<file path="src/rtl/lirs_pkg.sv">
// Shared constants and codes for the linear interpolation time resampler.
// No dependencies; used by the channel interfaces and the core.
package lirs_pkg;

   localparam int TIME_BITS     = 32;
   localparam int STEP_BITS     = 16;
   localparam int FRAC_BITS     = 16;
   localparam int NUM_CH        = 5;
   localparam int CH_BITS       = 3;
   localparam int STEP_CNT_BITS = 6;
   localparam int CSR_ADDR_BITS = 3;
   localparam int CSR_DATA_BITS = 32;

   localparam logic [STEP_BITS-1:0] TIME_STEP_RESET = 16'd3600;

   typedef enum logic [0:0] {
      CSR_TIME_STEP = 1'b0
   } csr_index_type;

endpackage

</file>
<file path="src/rtl/lirs_req_if.sv">
// Request channel of the resampler: one wind record per handshake.
// Depends on lirs_pkg for the time stamp width.
interface lirs_req_if #(
   parameter int VALUE_BITS = 16
);
   logic                               valid;
   logic                               ready;
   logic [lirs_pkg::TIME_BITS-1:0]     sample_time;
   logic signed [VALUE_BITS-1:0]       wind_u;
   logic signed [VALUE_BITS-1:0]       wind_v;
   logic signed [VALUE_BITS-1:0]       sigma_u;
   logic signed [VALUE_BITS-1:0]       sigma_v;
   logic signed [VALUE_BITS-1:0]       cov_uv;
   logic                               missing;

   modport source (
      output valid, sample_time, wind_u, wind_v, sigma_u, sigma_v, cov_uv, missing,
      input  ready
   );
   modport sink (
      input  valid, sample_time, wind_u, wind_v, sigma_u, sigma_v, cov_uv, missing,
      output ready
   );
endinterface

</file>
<file path="src/rtl/lirs_rsp_if.sv">
// Response channel of the resampler: one grid point per handshake.
// Depends on lirs_pkg for the time stamp width.
interface lirs_rsp_if #(
   parameter int VALUE_BITS = 16
);
   logic                               valid;
   logic                               ready;
   logic [lirs_pkg::TIME_BITS-1:0]     grid_time;
   logic signed [VALUE_BITS-1:0]       out_u;
   logic signed [VALUE_BITS-1:0]       out_v;
   logic signed [VALUE_BITS-1:0]       out_sigma_u;
   logic signed [VALUE_BITS-1:0]       out_sigma_v;
   logic signed [VALUE_BITS-1:0]       out_cov;
   logic                               exact_hit;
   logic                               last_of_run;
   logic                               points_skipped;

   modport source (
      output valid, grid_time, out_u, out_v, out_sigma_u, out_sigma_v, out_cov,
             exact_hit, last_of_run, points_skipped,
      input  ready
   );
   modport sink (
      input  valid, grid_time, out_u, out_v, out_sigma_u, out_sigma_v, out_cov,
             exact_hit, last_of_run, points_skipped,
      output ready
   );
endinterface

</file>
<file path="src/rtl/linear_interp_time_resampler_core.sv">
// Top level of the linear interpolation time resampler.
// Depends on lirs_pkg, lirs_req_if and lirs_rsp_if.
//
// Wind records arrive in ascending time order and are resampled onto a grid that starts
// at the first valid record and is spaced by the time_step register (zero acts as one
// second). The block works on one request at a time and holds req.ready low meanwhile.
// A missing or out-of-order record, or one whose gap holds no grid point, is dealt with
// in S_IDLE alone. The first valid record is accepted in S_IDLE and its copy is handed
// to the output register in S_PUSH. Any other record goes through the shared restoring
// divider in S_CNT, then S_CNT_END, to count the grid points in its gap, then for each
// emitted point takes 16 divider steps for the interpolation fraction, a multiply and
// an accumulate per channel on the single multiplier, and a push to hand the point to
// the output register. An exact hit skips the fraction and the multiplies. A point waits
// while the output register still holds an unaccepted one. The output register lets a
// new request be taken while the last point still waits. At most MAX_RUN points are
// given per request; the rest of that gap is skipped and flagged.
module linear_interp_time_resampler_core #(
   parameter int MAX_RUN    = 64,
   parameter int VALUE_BITS = 16
) (
   input  logic                                    clock,
   input  logic                                    reset,
   lirs_req_if.sink                                req,
   lirs_rsp_if.source                              rsp,
   input  logic                                    psel,
   input  logic                                    penable,
   input  logic                                    pwrite,
   input  logic [lirs_pkg::CSR_ADDR_BITS-1:0]      paddr,
   input  logic [lirs_pkg::CSR_DATA_BITS-1:0]      pwdata,
   output logic [lirs_pkg::CSR_DATA_BITS-1:0]      prdata,
   output logic                                    pready
);

   localparam int TB        = lirs_pkg::TIME_BITS;
   localparam int SB        = lirs_pkg::STEP_BITS;
   localparam int FB        = lirs_pkg::FRAC_BITS;
   localparam int NCH       = lirs_pkg::NUM_CH;
   localparam int CB        = lirs_pkg::CH_BITS;
   localparam int SCB       = lirs_pkg::STEP_CNT_BITS;
   localparam int RUN_BITS  = $clog2(MAX_RUN + 1);
   localparam int PROD_BITS = VALUE_BITS + FB + 2;
   localparam int CSR_ADDR_BITS_IDX = 2;
   localparam int CSR_WORD          = lirs_pkg::CSR_DATA_BITS;

   typedef enum logic [2:0] {
      S_IDLE, S_CNT, S_CNT_END, S_POINT, S_FRAC, S_MUL, S_ACC, S_PUSH
   } state_type;

   typedef logic signed [VALUE_BITS-1:0] value_type;

   state_type                 state_ff, state_in;
   logic [SCB-1:0]            step_cnt_ff, step_cnt_in;
   logic [CB-1:0]             ch_ff, ch_in;
   logic [RUN_BITS-1:0]       k_ff, k_in;
   logic [RUN_BITS-1:0]       emit_ff, emit_in;
   logic                      skip_ff, skip_in;
   logic                      have_prev_ff, have_prev_in;
   logic                      rsp_valid_ff, rsp_valid_in;
   logic [SB-1:0]             time_step_ff, time_step_in;

   logic [TB-1:0]             prev_time_ff, prev_time_in;
   value_type                 prev_vals_ff [NCH];
   value_type                 prev_vals_in [NCH];
   logic [TB:0]               next_grid_ff, next_grid_in;
   logic [TB:0]               next_new_ff, next_new_in;
   logic [TB:0]               gk_ff, gk_in;
   logic [TB-1:0]             t_ff, t_in;
   value_type                 v_ff [NCH];
   value_type                 v_in [NCH];
   logic [TB-1:0]             rem_ff, rem_in;
   logic [TB-1:0]             quo_ff, quo_in;
   logic [TB-1:0]             div_ff, div_in;
   logic signed [PROD_BITS-1:0] prod_ff, prod_in;

   logic [TB-1:0]             res_time_ff, res_time_in;
   value_type                 res_vals_ff [NCH];
   value_type                 res_vals_in [NCH];
   logic                      res_exact_ff, res_exact_in;
   logic                      res_last_ff, res_last_in;
   logic                      res_skip_ff, res_skip_in;

   logic [TB-1:0]             out_time_ff, out_time_in;
   value_type                 out_vals_ff [NCH];
   value_type                 out_vals_in [NCH];
   logic                      out_exact_ff, out_exact_in;
   logic                      out_last_ff, out_last_in;
   logic                      out_skip_ff, out_skip_in;

   logic [SB-1:0]             step_eff;
   logic [TB:0]               div_shl;
   logic                      div_ge;
   logic [TB:0]               div_diff;
   logic signed [FB:0]        mul_a;
   logic signed [VALUE_BITS:0] mul_b;
   logic signed [PROD_BITS-1:0] prod_round;
   value_type                 req_vals [NCH];
   logic                      csr_write;

   assign step_eff = (time_step_ff == '0) ? SB'(1) : time_step_ff;

   assign div_shl  = {rem_ff, quo_ff[TB-1]};
   assign div_ge   = div_shl >= {1'b0, div_ff};
   assign div_diff = div_shl - {1'b0, div_ff};

   assign mul_a = $signed({1'b0, quo_ff[FB-1:0]});
   assign mul_b = $signed({v_ff[ch_ff][VALUE_BITS-1], v_ff[ch_ff]})
                - $signed({prev_vals_ff[ch_ff][VALUE_BITS-1], prev_vals_ff[ch_ff]});
   assign prod_round = prod_ff + PROD_BITS'(1 << (FB - 1));

   assign req_vals[0] = req.wind_u;
   assign req_vals[1] = req.wind_v;
   assign req_vals[2] = req.sigma_u;
   assign req_vals[3] = req.sigma_v;
   assign req_vals[4] = req.cov_uv;

   assign csr_write = psel && penable && pwrite && pready;
   assign pready    = 1'b1;
   assign prdata    = (paddr[CSR_ADDR_BITS_IDX] == lirs_pkg::CSR_TIME_STEP)
                    ? CSR_WORD'(time_step_ff) : '0;

   assign req.ready          = (state_ff == S_IDLE);
   assign rsp.valid          = rsp_valid_ff;
   assign rsp.grid_time      = out_time_ff;
   assign rsp.out_u          = out_vals_ff[0];
   assign rsp.out_v          = out_vals_ff[1];
   assign rsp.out_sigma_u    = out_vals_ff[2];
   assign rsp.out_sigma_v    = out_vals_ff[3];
   assign rsp.out_cov        = out_vals_ff[4];
   assign rsp.exact_hit      = out_exact_ff;
   assign rsp.last_of_run    = out_last_ff;
   assign rsp.points_skipped = out_skip_ff;

   always_comb begin
      state_in     = state_ff;
      step_cnt_in  = step_cnt_ff;
      ch_in        = ch_ff;
      k_in         = k_ff;
      emit_in      = emit_ff;
      skip_in      = skip_ff;
      have_prev_in = have_prev_ff;
      rsp_valid_in = rsp_valid_ff;
      time_step_in = time_step_ff;
      prev_time_in = prev_time_ff;
      prev_vals_in = prev_vals_ff;
      next_grid_in = next_grid_ff;
      next_new_in  = next_new_ff;
      gk_in        = gk_ff;
      t_in         = t_ff;
      v_in         = v_ff;
      rem_in       = rem_ff;
      quo_in       = quo_ff;
      div_in       = div_ff;
      prod_in      = prod_ff;
      res_time_in  = res_time_ff;
      res_vals_in  = res_vals_ff;
      res_exact_in = res_exact_ff;
      res_last_in  = res_last_ff;
      res_skip_in  = res_skip_ff;
      out_time_in  = out_time_ff;
      out_vals_in  = out_vals_ff;
      out_exact_in = out_exact_ff;
      out_last_in  = out_last_ff;
      out_skip_in  = out_skip_ff;

      if (csr_write && paddr[CSR_ADDR_BITS_IDX] == lirs_pkg::CSR_TIME_STEP) begin
         time_step_in = pwdata[SB-1:0];
      end

      if (rsp_valid_ff && rsp.ready) begin
         rsp_valid_in = 1'b0;
      end

      unique case (state_ff)
         S_IDLE: begin
            if (req.valid) begin
               t_in = req.sample_time;
               v_in = req_vals;
               if (req.missing) begin
                  state_in = S_IDLE;
               end else if (!have_prev_ff) begin
                  have_prev_in = 1'b1;
                  next_new_in  = {1'b0, req.sample_time} + (TB+1)'(step_eff);
                  res_time_in  = req.sample_time;
                  res_vals_in  = req_vals;
                  res_exact_in = 1'b1;
                  res_last_in  = 1'b1;
                  res_skip_in  = 1'b0;
                  state_in     = S_PUSH;
               end else if (req.sample_time <= prev_time_ff) begin
                  state_in = S_IDLE;
               end else if (next_grid_ff > {1'b0, req.sample_time}) begin
                  prev_time_in = req.sample_time;
                  prev_vals_in = req_vals;
               end else begin
                  rem_in      = '0;
                  quo_in      = req.sample_time - next_grid_ff[TB-1:0];
                  div_in      = TB'(step_eff);
                  step_cnt_in = SCB'(TB);
                  state_in    = S_CNT;
               end
            end
         end
         S_CNT: begin
            rem_in      = div_ge ? div_diff[TB-1:0] : div_shl[TB-1:0];
            quo_in      = {quo_ff[TB-2:0], div_ge};
            step_cnt_in = step_cnt_ff - SCB'(1);
            if (step_cnt_ff == SCB'(1)) begin
               state_in = S_CNT_END;
            end
         end
         S_CNT_END: begin
            skip_in     = quo_ff >= TB'(MAX_RUN);
            emit_in     = (quo_ff >= TB'(MAX_RUN)) ? RUN_BITS'(MAX_RUN)
                                                   : RUN_BITS'(quo_ff + TB'(1));
            next_new_in = {1'b0, t_ff} - (TB+1)'(rem_ff) + (TB+1)'(step_eff);
            gk_in       = next_grid_ff;
            k_in        = '0;
            state_in    = S_POINT;
         end
         S_POINT: begin
            res_time_in = gk_ff[TB-1:0];
            res_last_in = (k_ff + RUN_BITS'(1)) == emit_ff;
            res_skip_in = skip_ff;
            if (gk_ff == {1'b0, t_ff}) begin
               res_vals_in  = v_ff;
               res_exact_in = 1'b1;
               state_in     = S_PUSH;
            end else begin
               res_exact_in = 1'b0;
               rem_in       = gk_ff[TB-1:0] - prev_time_ff;
               quo_in       = '0;
               div_in       = t_ff - prev_time_ff;
               step_cnt_in  = SCB'(FB);
               state_in     = S_FRAC;
            end
         end
         S_FRAC: begin
            rem_in      = div_ge ? div_diff[TB-1:0] : div_shl[TB-1:0];
            quo_in      = {quo_ff[TB-2:0], div_ge};
            step_cnt_in = step_cnt_ff - SCB'(1);
            if (step_cnt_ff == SCB'(1)) begin
               ch_in    = '0;
               state_in = S_MUL;
            end
         end
         S_MUL: begin
            prod_in  = PROD_BITS'(mul_a) * PROD_BITS'(mul_b);
            state_in = S_ACC;
         end
         S_ACC: begin
            res_vals_in[ch_ff] = prev_vals_ff[ch_ff] + prod_round[FB +: VALUE_BITS];
            if (ch_ff == CB'(NCH - 1)) begin
               state_in = S_PUSH;
            end else begin
               ch_in    = ch_ff + CB'(1);
               state_in = S_MUL;
            end
         end
         S_PUSH: begin
            if (!rsp_valid_ff || rsp.ready) begin
               rsp_valid_in = 1'b1;
               out_time_in  = res_time_ff;
               out_vals_in  = res_vals_ff;
               out_exact_in = res_exact_ff;
               out_last_in  = res_last_ff;
               out_skip_in  = res_skip_ff;
               if (res_last_ff) begin
                  prev_time_in = t_ff;
                  prev_vals_in = v_ff;
                  next_grid_in = next_new_ff;
                  state_in     = S_IDLE;
               end else begin
                  gk_in    = gk_ff + (TB+1)'(step_eff);
                  k_in     = k_ff + RUN_BITS'(1);
                  state_in = S_POINT;
               end
            end
         end
         default: begin
            state_in = S_IDLE;
         end
      endcase
   end

   always_ff @(posedge clock) begin
      if (reset) begin
         state_ff     <= S_IDLE;
         step_cnt_ff  <= '0;
         ch_ff        <= '0;
         k_ff         <= '0;
         emit_ff      <= '0;
         skip_ff      <= 1'b0;
         have_prev_ff <= 1'b0;
         rsp_valid_ff <= 1'b0;
         time_step_ff <= lirs_pkg::TIME_STEP_RESET;
         prev_time_ff <= '0;
         next_grid_ff <= '0;
      end else begin
         state_ff     <= state_in;
         step_cnt_ff  <= step_cnt_in;
         ch_ff        <= ch_in;
         k_ff         <= k_in;
         emit_ff      <= emit_in;
         skip_ff      <= skip_in;
         have_prev_ff <= have_prev_in;
         rsp_valid_ff <= rsp_valid_in;
         time_step_ff <= time_step_in;
         prev_time_ff <= prev_time_in;
         next_grid_ff <= next_grid_in;
      end
      prev_vals_ff <= prev_vals_in;
      next_new_ff  <= next_new_in;
      gk_ff        <= gk_in;
      t_ff         <= t_in;
      v_ff         <= v_in;
      rem_ff       <= rem_in;
      quo_ff       <= quo_in;
      div_ff       <= div_in;
      prod_ff      <= prod_in;
      res_time_ff  <= res_time_in;
      res_vals_ff  <= res_vals_in;
      res_exact_ff <= res_exact_in;
      res_last_ff  <= res_last_in;
      res_skip_ff  <= res_skip_in;
      out_time_ff  <= out_time_in;
      out_vals_ff  <= out_vals_in;
      out_exact_ff <= out_exact_in;
      out_last_ff  <= out_last_in;
      out_skip_ff  <= out_skip_in;
   end

   // The grid never falls behind the last accepted record.
   a_grid_ahead: assert property (@(posedge clock) disable iff (reset)
      (state_ff == S_IDLE && have_prev_ff) |-> (next_grid_ff > {1'b0, prev_time_ff}))
      else $error("next grid point is not past the previous record");

   // A point is only produced while the run count allows it.
   a_run_bound: assert property (@(posedge clock) disable iff (reset)
      (state_ff == S_POINT) |-> (k_ff < emit_ff && emit_ff <= RUN_BITS'(MAX_RUN)))
      else $error("grid point index beyond the run length");

   // The fraction divide leaves a remainder below the record span.
   a_frac_rem: assert property (@(posedge clock) disable iff (reset)
      (state_ff == S_FRAC && step_cnt_ff == SCB'(1)) |=> (rem_ff < div_ff))
      else $error("fraction remainder not below span");

   // An exact copy can only be the final point of its run.
   a_exact_last: assert property (@(posedge clock) disable iff (reset)
      (state_ff == S_PUSH && res_exact_ff) |-> res_last_ff)
      else $error("exact hit before the end of a run");

endmodule

</file>
<file path="src/flat_wrapper.sv">
// flat-port wrapper written by rule: the top's interface ports become plain ports
module linear_interp_time_resampler_core_flat 
#(
   parameter int MAX_RUN    = 64,
   parameter int VALUE_BITS = 16
)
  (clock, reset, psel, penable, pwrite, paddr, pwdata, prdata, pready, req_valid, req_sample_time, req_wind_u, req_wind_v, req_sigma_u, req_sigma_v, req_cov_uv, req_missing, req_ready, rsp_valid, rsp_grid_time, rsp_out_u, rsp_out_v, rsp_out_sigma_u, rsp_out_sigma_v, rsp_out_cov, rsp_exact_hit, rsp_last_of_run, rsp_points_skipped, rsp_ready);
  lirs_req_if #(.VALUE_BITS(VALUE_BITS)) req_i ();
  lirs_rsp_if #(.VALUE_BITS(VALUE_BITS)) rsp_i ();
  input  logic clock;
  input  logic reset;
  input  logic psel;
  input  logic penable;
  input  logic pwrite;
  input  logic [lirs_pkg::CSR_ADDR_BITS-1:0] paddr;
  input  logic [lirs_pkg::CSR_DATA_BITS-1:0] pwdata;
  output logic [lirs_pkg::CSR_DATA_BITS-1:0] prdata;
  output logic pready;
  input wire logic [$bits(req_i.valid)-1:0] req_valid;
  input wire logic [$bits(req_i.sample_time)-1:0] req_sample_time;
  input wire logic [$bits(req_i.wind_u)-1:0] req_wind_u;
  input wire logic [$bits(req_i.wind_v)-1:0] req_wind_v;
  input wire logic [$bits(req_i.sigma_u)-1:0] req_sigma_u;
  input wire logic [$bits(req_i.sigma_v)-1:0] req_sigma_v;
  input wire logic [$bits(req_i.cov_uv)-1:0] req_cov_uv;
  input wire logic [$bits(req_i.missing)-1:0] req_missing;
  output wire logic [$bits(req_i.ready)-1:0] req_ready;
  output wire logic [$bits(rsp_i.valid)-1:0] rsp_valid;
  output wire logic [$bits(rsp_i.grid_time)-1:0] rsp_grid_time;
  output wire logic [$bits(rsp_i.out_u)-1:0] rsp_out_u;
  output wire logic [$bits(rsp_i.out_v)-1:0] rsp_out_v;
  output wire logic [$bits(rsp_i.out_sigma_u)-1:0] rsp_out_sigma_u;
  output wire logic [$bits(rsp_i.out_sigma_v)-1:0] rsp_out_sigma_v;
  output wire logic [$bits(rsp_i.out_cov)-1:0] rsp_out_cov;
  output wire logic [$bits(rsp_i.exact_hit)-1:0] rsp_exact_hit;
  output wire logic [$bits(rsp_i.last_of_run)-1:0] rsp_last_of_run;
  output wire logic [$bits(rsp_i.points_skipped)-1:0] rsp_points_skipped;
  input wire logic [$bits(rsp_i.ready)-1:0] rsp_ready;
  assign req_i.valid = req_valid;
  assign req_i.sample_time = req_sample_time;
  assign req_i.wind_u = req_wind_u;
  assign req_i.wind_v = req_wind_v;
  assign req_i.sigma_u = req_sigma_u;
  assign req_i.sigma_v = req_sigma_v;
  assign req_i.cov_uv = req_cov_uv;
  assign req_i.missing = req_missing;
  assign req_ready = req_i.ready;
  assign rsp_valid = rsp_i.valid;
  assign rsp_grid_time = rsp_i.grid_time;
  assign rsp_out_u = rsp_i.out_u;
  assign rsp_out_v = rsp_i.out_v;
  assign rsp_out_sigma_u = rsp_i.out_sigma_u;
  assign rsp_out_sigma_v = rsp_i.out_sigma_v;
  assign rsp_out_cov = rsp_i.out_cov;
  assign rsp_exact_hit = rsp_i.exact_hit;
  assign rsp_last_of_run = rsp_i.last_of_run;
  assign rsp_points_skipped = rsp_i.points_skipped;
  assign rsp_i.ready = rsp_ready;
  linear_interp_time_resampler_core #(.MAX_RUN(MAX_RUN), .VALUE_BITS(VALUE_BITS)) u_core (.clock(clock), .reset(reset), .req(req_i), .rsp(rsp_i), .psel(psel), .penable(penable), .pwrite(pwrite), .paddr(paddr), .pwdata(pwdata), .prdata(prdata), .pready(pready));
endmodule
</file>
<file path="config.mk">
export PLATFORM = sky130hd
export DESIGN_NAME = linear_interp_time_resampler_core_flat
export DESIGN_NICKNAME = d
export VERILOG_FILES = /design/src/rtl/lirs_pkg.sv /design/src/rtl/lirs_req_if.sv /design/src/rtl/lirs_rsp_if.sv /design/src/rtl/linear_interp_time_resampler_core.sv /design/src/flat_wrapper.sv
export SDC_FILE = /design/constraint.sdc
export NUM_CORES = 2
export LEC_CHECK = 0
export BUFFER_PORTS_ARGS = -buffer_cell sky130_fd_sc_hd__buf_2
export CAP_MARGIN = 20
export CORE_UTILIZATION = 25
export DETAILED_ROUTE_END_ITERATION = 16
export PLACE_DENSITY = 0.37
export SETUP_SLACK_MARGIN = 0.15
export SLEW_MARGIN = 20
export SYNTH_ARGS = -nofsm -noshare
export SYNTH_HDL_FRONTEND = slang
export SYNTH_SLANG_ARGS = --single-unit
</file>
<file path="constraint.sdc">
create_clock -name clock -period 17.1 [get_ports clock]
set_input_delay 0.855 -clock clock [delete_from_list [all_inputs] [get_ports clock]]
set_output_delay 0.855 -clock clock [all_outputs]
set_load 0.01 [all_outputs]
</file>
==> results.yml <==
setup_path:
  path_buf_inv: 5
  end_kind: "register"
  rrSetupSlack_ns: 6.06
  start_kind: "register"
  cpLargestDelayFamily: "adder cells"
  path_depth: 34
  r2r_start: "u_core.ch_ff[1]"
  r2r_end: "u_core.prod_ff[31]"
  critPathMostFrequentCell: "fa_1"
  setup.worst_path.class: "reg -> reg"
  r2r_cells: 34
  cp.required_ns: 17.57
  crit_path_top_delay_cell: "xor2_2"
  slowest_delay_ns: 0.79
  path_max_fanout: 43
  crit_arrival_ns: 11.51
timing:
  post-route-period-util_pct: 64.6
  slew_violations: 0
  fin_skew_ns: 0.0541
  fmax_mhz: 90.6
  setup_viol: 0
  max_slew_margin_pct: 27.0
  period_needed_ns: 11.04
  tns_ns: 0
  tightest_slew_ns: 1.10
  grt_setup_unrepaired: "no"
  final_hold_viol_count: 0
die:
  initial_core_util_pct: 25.2
  core-area_um2: 207000
  die_w_um: 459
  num_rows: 167
  boundaryPins: 305
  die_y_um: 459
  dieArea_um2: 211000
worst_hold_path:
  min_delay_path_depth: 1
  min_to: "u_core.v_ff[41]"
  hold_start: "req_sigma_u[9]"
  hp-class: "in -> reg"
clock_network:
  clkTransAtPathRegs_ns: 0.06
  cts_buffers: 85
  clock-sinks: 711
  clk_latency_ns: 0.73
  post_cts_resized: 0
  tritoncts: "done"
  cts_root_buffer: "clkbuf_16"
  cts_buffer_depth: 3
  holdBufCountCts: 0
  htreeDepth: 3
  post_cts_buffers: 0
yosys:
  postSynthCellCount: 5249
  ys_ff_latch: 711
  synthDistinctLibCells: 95
  synth_flop_cell: "edfxtp_1"
  syn_avg_cell_area_um2: 9.97
  synth_compound_area_share_pct: 14.5
  synth_xor_xnor_area_share_pct: 4.62
  synthAdderAreaFrac_pct: 19.0
  synth_top_family_by_area: "adder cells"
  seq_area_frac_synth_pct: 38.7
  async_flop_share_pct: 0
  synth_edf_count: 601
  synthMuxAreaShare_pct: 4.33
  yosys.area_share.simple_pct: 12.8
  yosysWarnings: 0
  syn_area_um2: 52300
drt:
  vias: 39700
  vias_per_cell: 4.78
  drt_iter0_drc: 2477
  wl_per_cell_um: 23.3
  routed_wl_um: 193000
  drtPass1Iterations: 5
  ant_nets: 0
  drc_errors: 0
run:
  drv_cap: 0
status:
  status: "completed"
global_routing:
  gr-usage-all-layers_pct: 18.1
  grt_pass1_wl_um: 281000
  grt_pass1_vias: 40500
  grt_remaining_overflow: 0
  grt_max_degree: 81
  grt_antenna_before_repair: 39
placement:
  dp_hpwl_um: 147000
  gp_congestion: 0.827
  portBuffers: 269
layout:
  nNetsFinal: 6255
  area_delta_synth_final_pct: 14.1
  drive_gt1_share_pct: 11.9
## stage by stage
stage / util, % / hold slack, ns / instances / setup slack, ns / area (um^2)
2_1_floorplan: - / 0.400 / 5264 / 7.41 / 52400
3_3_place_gp: 27.4 / 0.401 / 8146 / 5.94 / 56900
3_5_place_dp: 27.4 / 0.407 / 8146 / 5.93 / 56900
4_1_cts: 28.7 / 0.263 / 8304 / 5.87 / 59600
5_1_grt: 28.8 / 0.289 / 8306 / 5.15 / 59700
6_report: 28.8 / 0.331 / 8311 / 6.06 / 59700
## metal layers
metal,vias up,track usage [%],part of all wire [%]
met1,19800,22.4,43
li1,18900,-,-
met2,839,33.1,51
met3,233,2.46,4.0
met5,-,0,0.058
met4,18,4.00,2.3
## cells in the mapped netlist (23+ instances only)
| cell type | count | area, um^2 |
|---|---|---|
| nor2_1 | 280 | 1050 |
| ha_1 | 422 | 5280 |
| xnor2_1 | 150 | 1310 |
| nand4_1 | 31 | 194 |
| dfxtp_1 | 110 | 2200 |
| clkbuf_1 | 204 | 766 |
| nand3_1 | 92 | 460 |
| a221o_1 | 28 | 280 |
| a21oi_1 | 319 | 1600 |
| inv_1 | 563 | 2110 |
| nand2_1 | 568 | 2130 |
| nor3_1 | 60 | 300 |
| o21ai_0 | 286 | 1430 |
| and3_1 | 54 | 338 |
| or4_1 | 33 | 248 |
| or3_1 | 26 | 163 |
| nand2b_1 | 39 | 244 |
| o21a_1 | 47 | 353 |
| fa_1 | 232 | 4640 |
| mux2i_1 | 79 | 791 |
| edfxtp_1 | 601 | 18000 |
| and2_1 | 85 | 532 |
| o211ai_1 | 27 | 203 |
| o22ai_1 | 26 | 163 |
| a211oi_1 | 30 | 225 |
| o31ai_1 | 61 | 458 |
| a22oi_1 | 56 | 420 |
| a31oi_1 | 23 | 144 |
| nor2b_1 | 67 | 419 |
| mux2_2 | 97 | 1090 |
| a21o_1 | 118 | 886 |
| xor2_1 | 124 | 1090 |
## worst reg2reg max path: cells and delay by family, from the launching register on
family	cells	cell delay [ns]
adders and majority gates	9	4.00
AOI/OAI and AO/OA	12	3.07
buffers and inverters	5	1.07
and+or+nand+nor	6	0.99
xor gates and xnor gates	2	0.89
DFF	1	0.77
## state kept, by name (all words and copies together), names as in the netlist, 17 cells and up
| name | count |
|---|---|
| u_core.rsp.grid_time | 32 |
| u_core.prev_time_ff | 32 |
| u_core.rem_ff | 32 |
| u_core.prod_ff | 17 |
| u_core.gk_ff | 33 |
| u_core.div_ff | 32 |
| u_core.t_ff | 32 |
| u_core.res_time_ff | 32 |
| u_core.v_ff | 80 |
| u_core.quo_ff | 32 |
| u_core.next_grid_ff | 33 |
| u_core.res_vals_ff | 80 |
| u_core.prev_vals_ff | 80 |
| u_core.next_new_ff | 33 |
## final cells by class
cell class / instances / area [um^2]
multi-input cells: 3736 / 29100
clock inverters: 45 / 484
clock buffers: 113 / 2280
diodes: 6 / 15.0
fillers: 22000 / 148000
flip-flops and latches: 711 / 20300
repair buffers: 348 / 1960
inverters: 564 / 2120
well taps: 2788 / 3490
## cells in the final DEF, fill, tap and decap left out, types with 20 or more instances in the layout
cell type	netlist	final
a22oi_1	56	56
or4_1	33	33
mux2_2	97	97
a21o_1	118	118
fa_1	232	232
clkbuf_16	0	85
o211ai_1	27	27
nand4_1	31	31
nor2_1	280	276
a21oi_1	319	317
mux2i_1	79	79
and2_1	85	82
buf_4	18	79
or3_1	26	26
a221o_1	28	28
clkbuf_1	204	23
nand2b_1	39	39
nor3_1	60	56
inv_1	563	562
a31oi_1	23	23
buf_2	9	268
nor4_1	22	21
and3_1	54	54
o31ai_1	61	61
a211oi_1	30	30
dfxtp_1	110	108
nor2b_1	67	66
a22o_1	20	20
o21ai_0	286	285
edfxtp_1	601	601
nand3_1	92	90
nand2_1	568	566
xnor2_1	150	150
o21bai_1	20	20
o22ai_1	26	26
xor2_1	124	123
ha_1	422	422
o21a_1	47	46
## logic make-up (layout without fill, tap and decap cells)
logic type	Yosys count	after routing
XOR/XNOR	275	275
other	2	23
adder cells (fa/ha/maj)	654	654
buffers and inverters	817	1070
flip-flops	711	711
AO/OA/AOI/OAI	1183	1183
AND/OR/NAND/NOR	1414	1414
multiplexers	193	193
## how the worst max path moves through the flow
stage	startpoint	to	slack (ns)
after global placement	u_core.ch_ff[1]	u_core.prod_ff[31]	5.94
after CTS	u_core.ch_ff[1]	u_core.prod_ff[31]	5.87
final	u_core.ch_ff[1]	u_core.prod_ff[31]	6.06
after floorplan	u_core.ch_ff[0]	u_core.prod_ff[31]	7.41
after global routing	u_core.ch_ff[1]	u_core.prod_ff[31]	5.15
after detailed placement	u_core.ch_ff[1]	u_core.prod_ff[31]	5.93
Power is not shown: default switching activity piles up to over one toggle a cycle in this logic, so the estimate is an artifact.
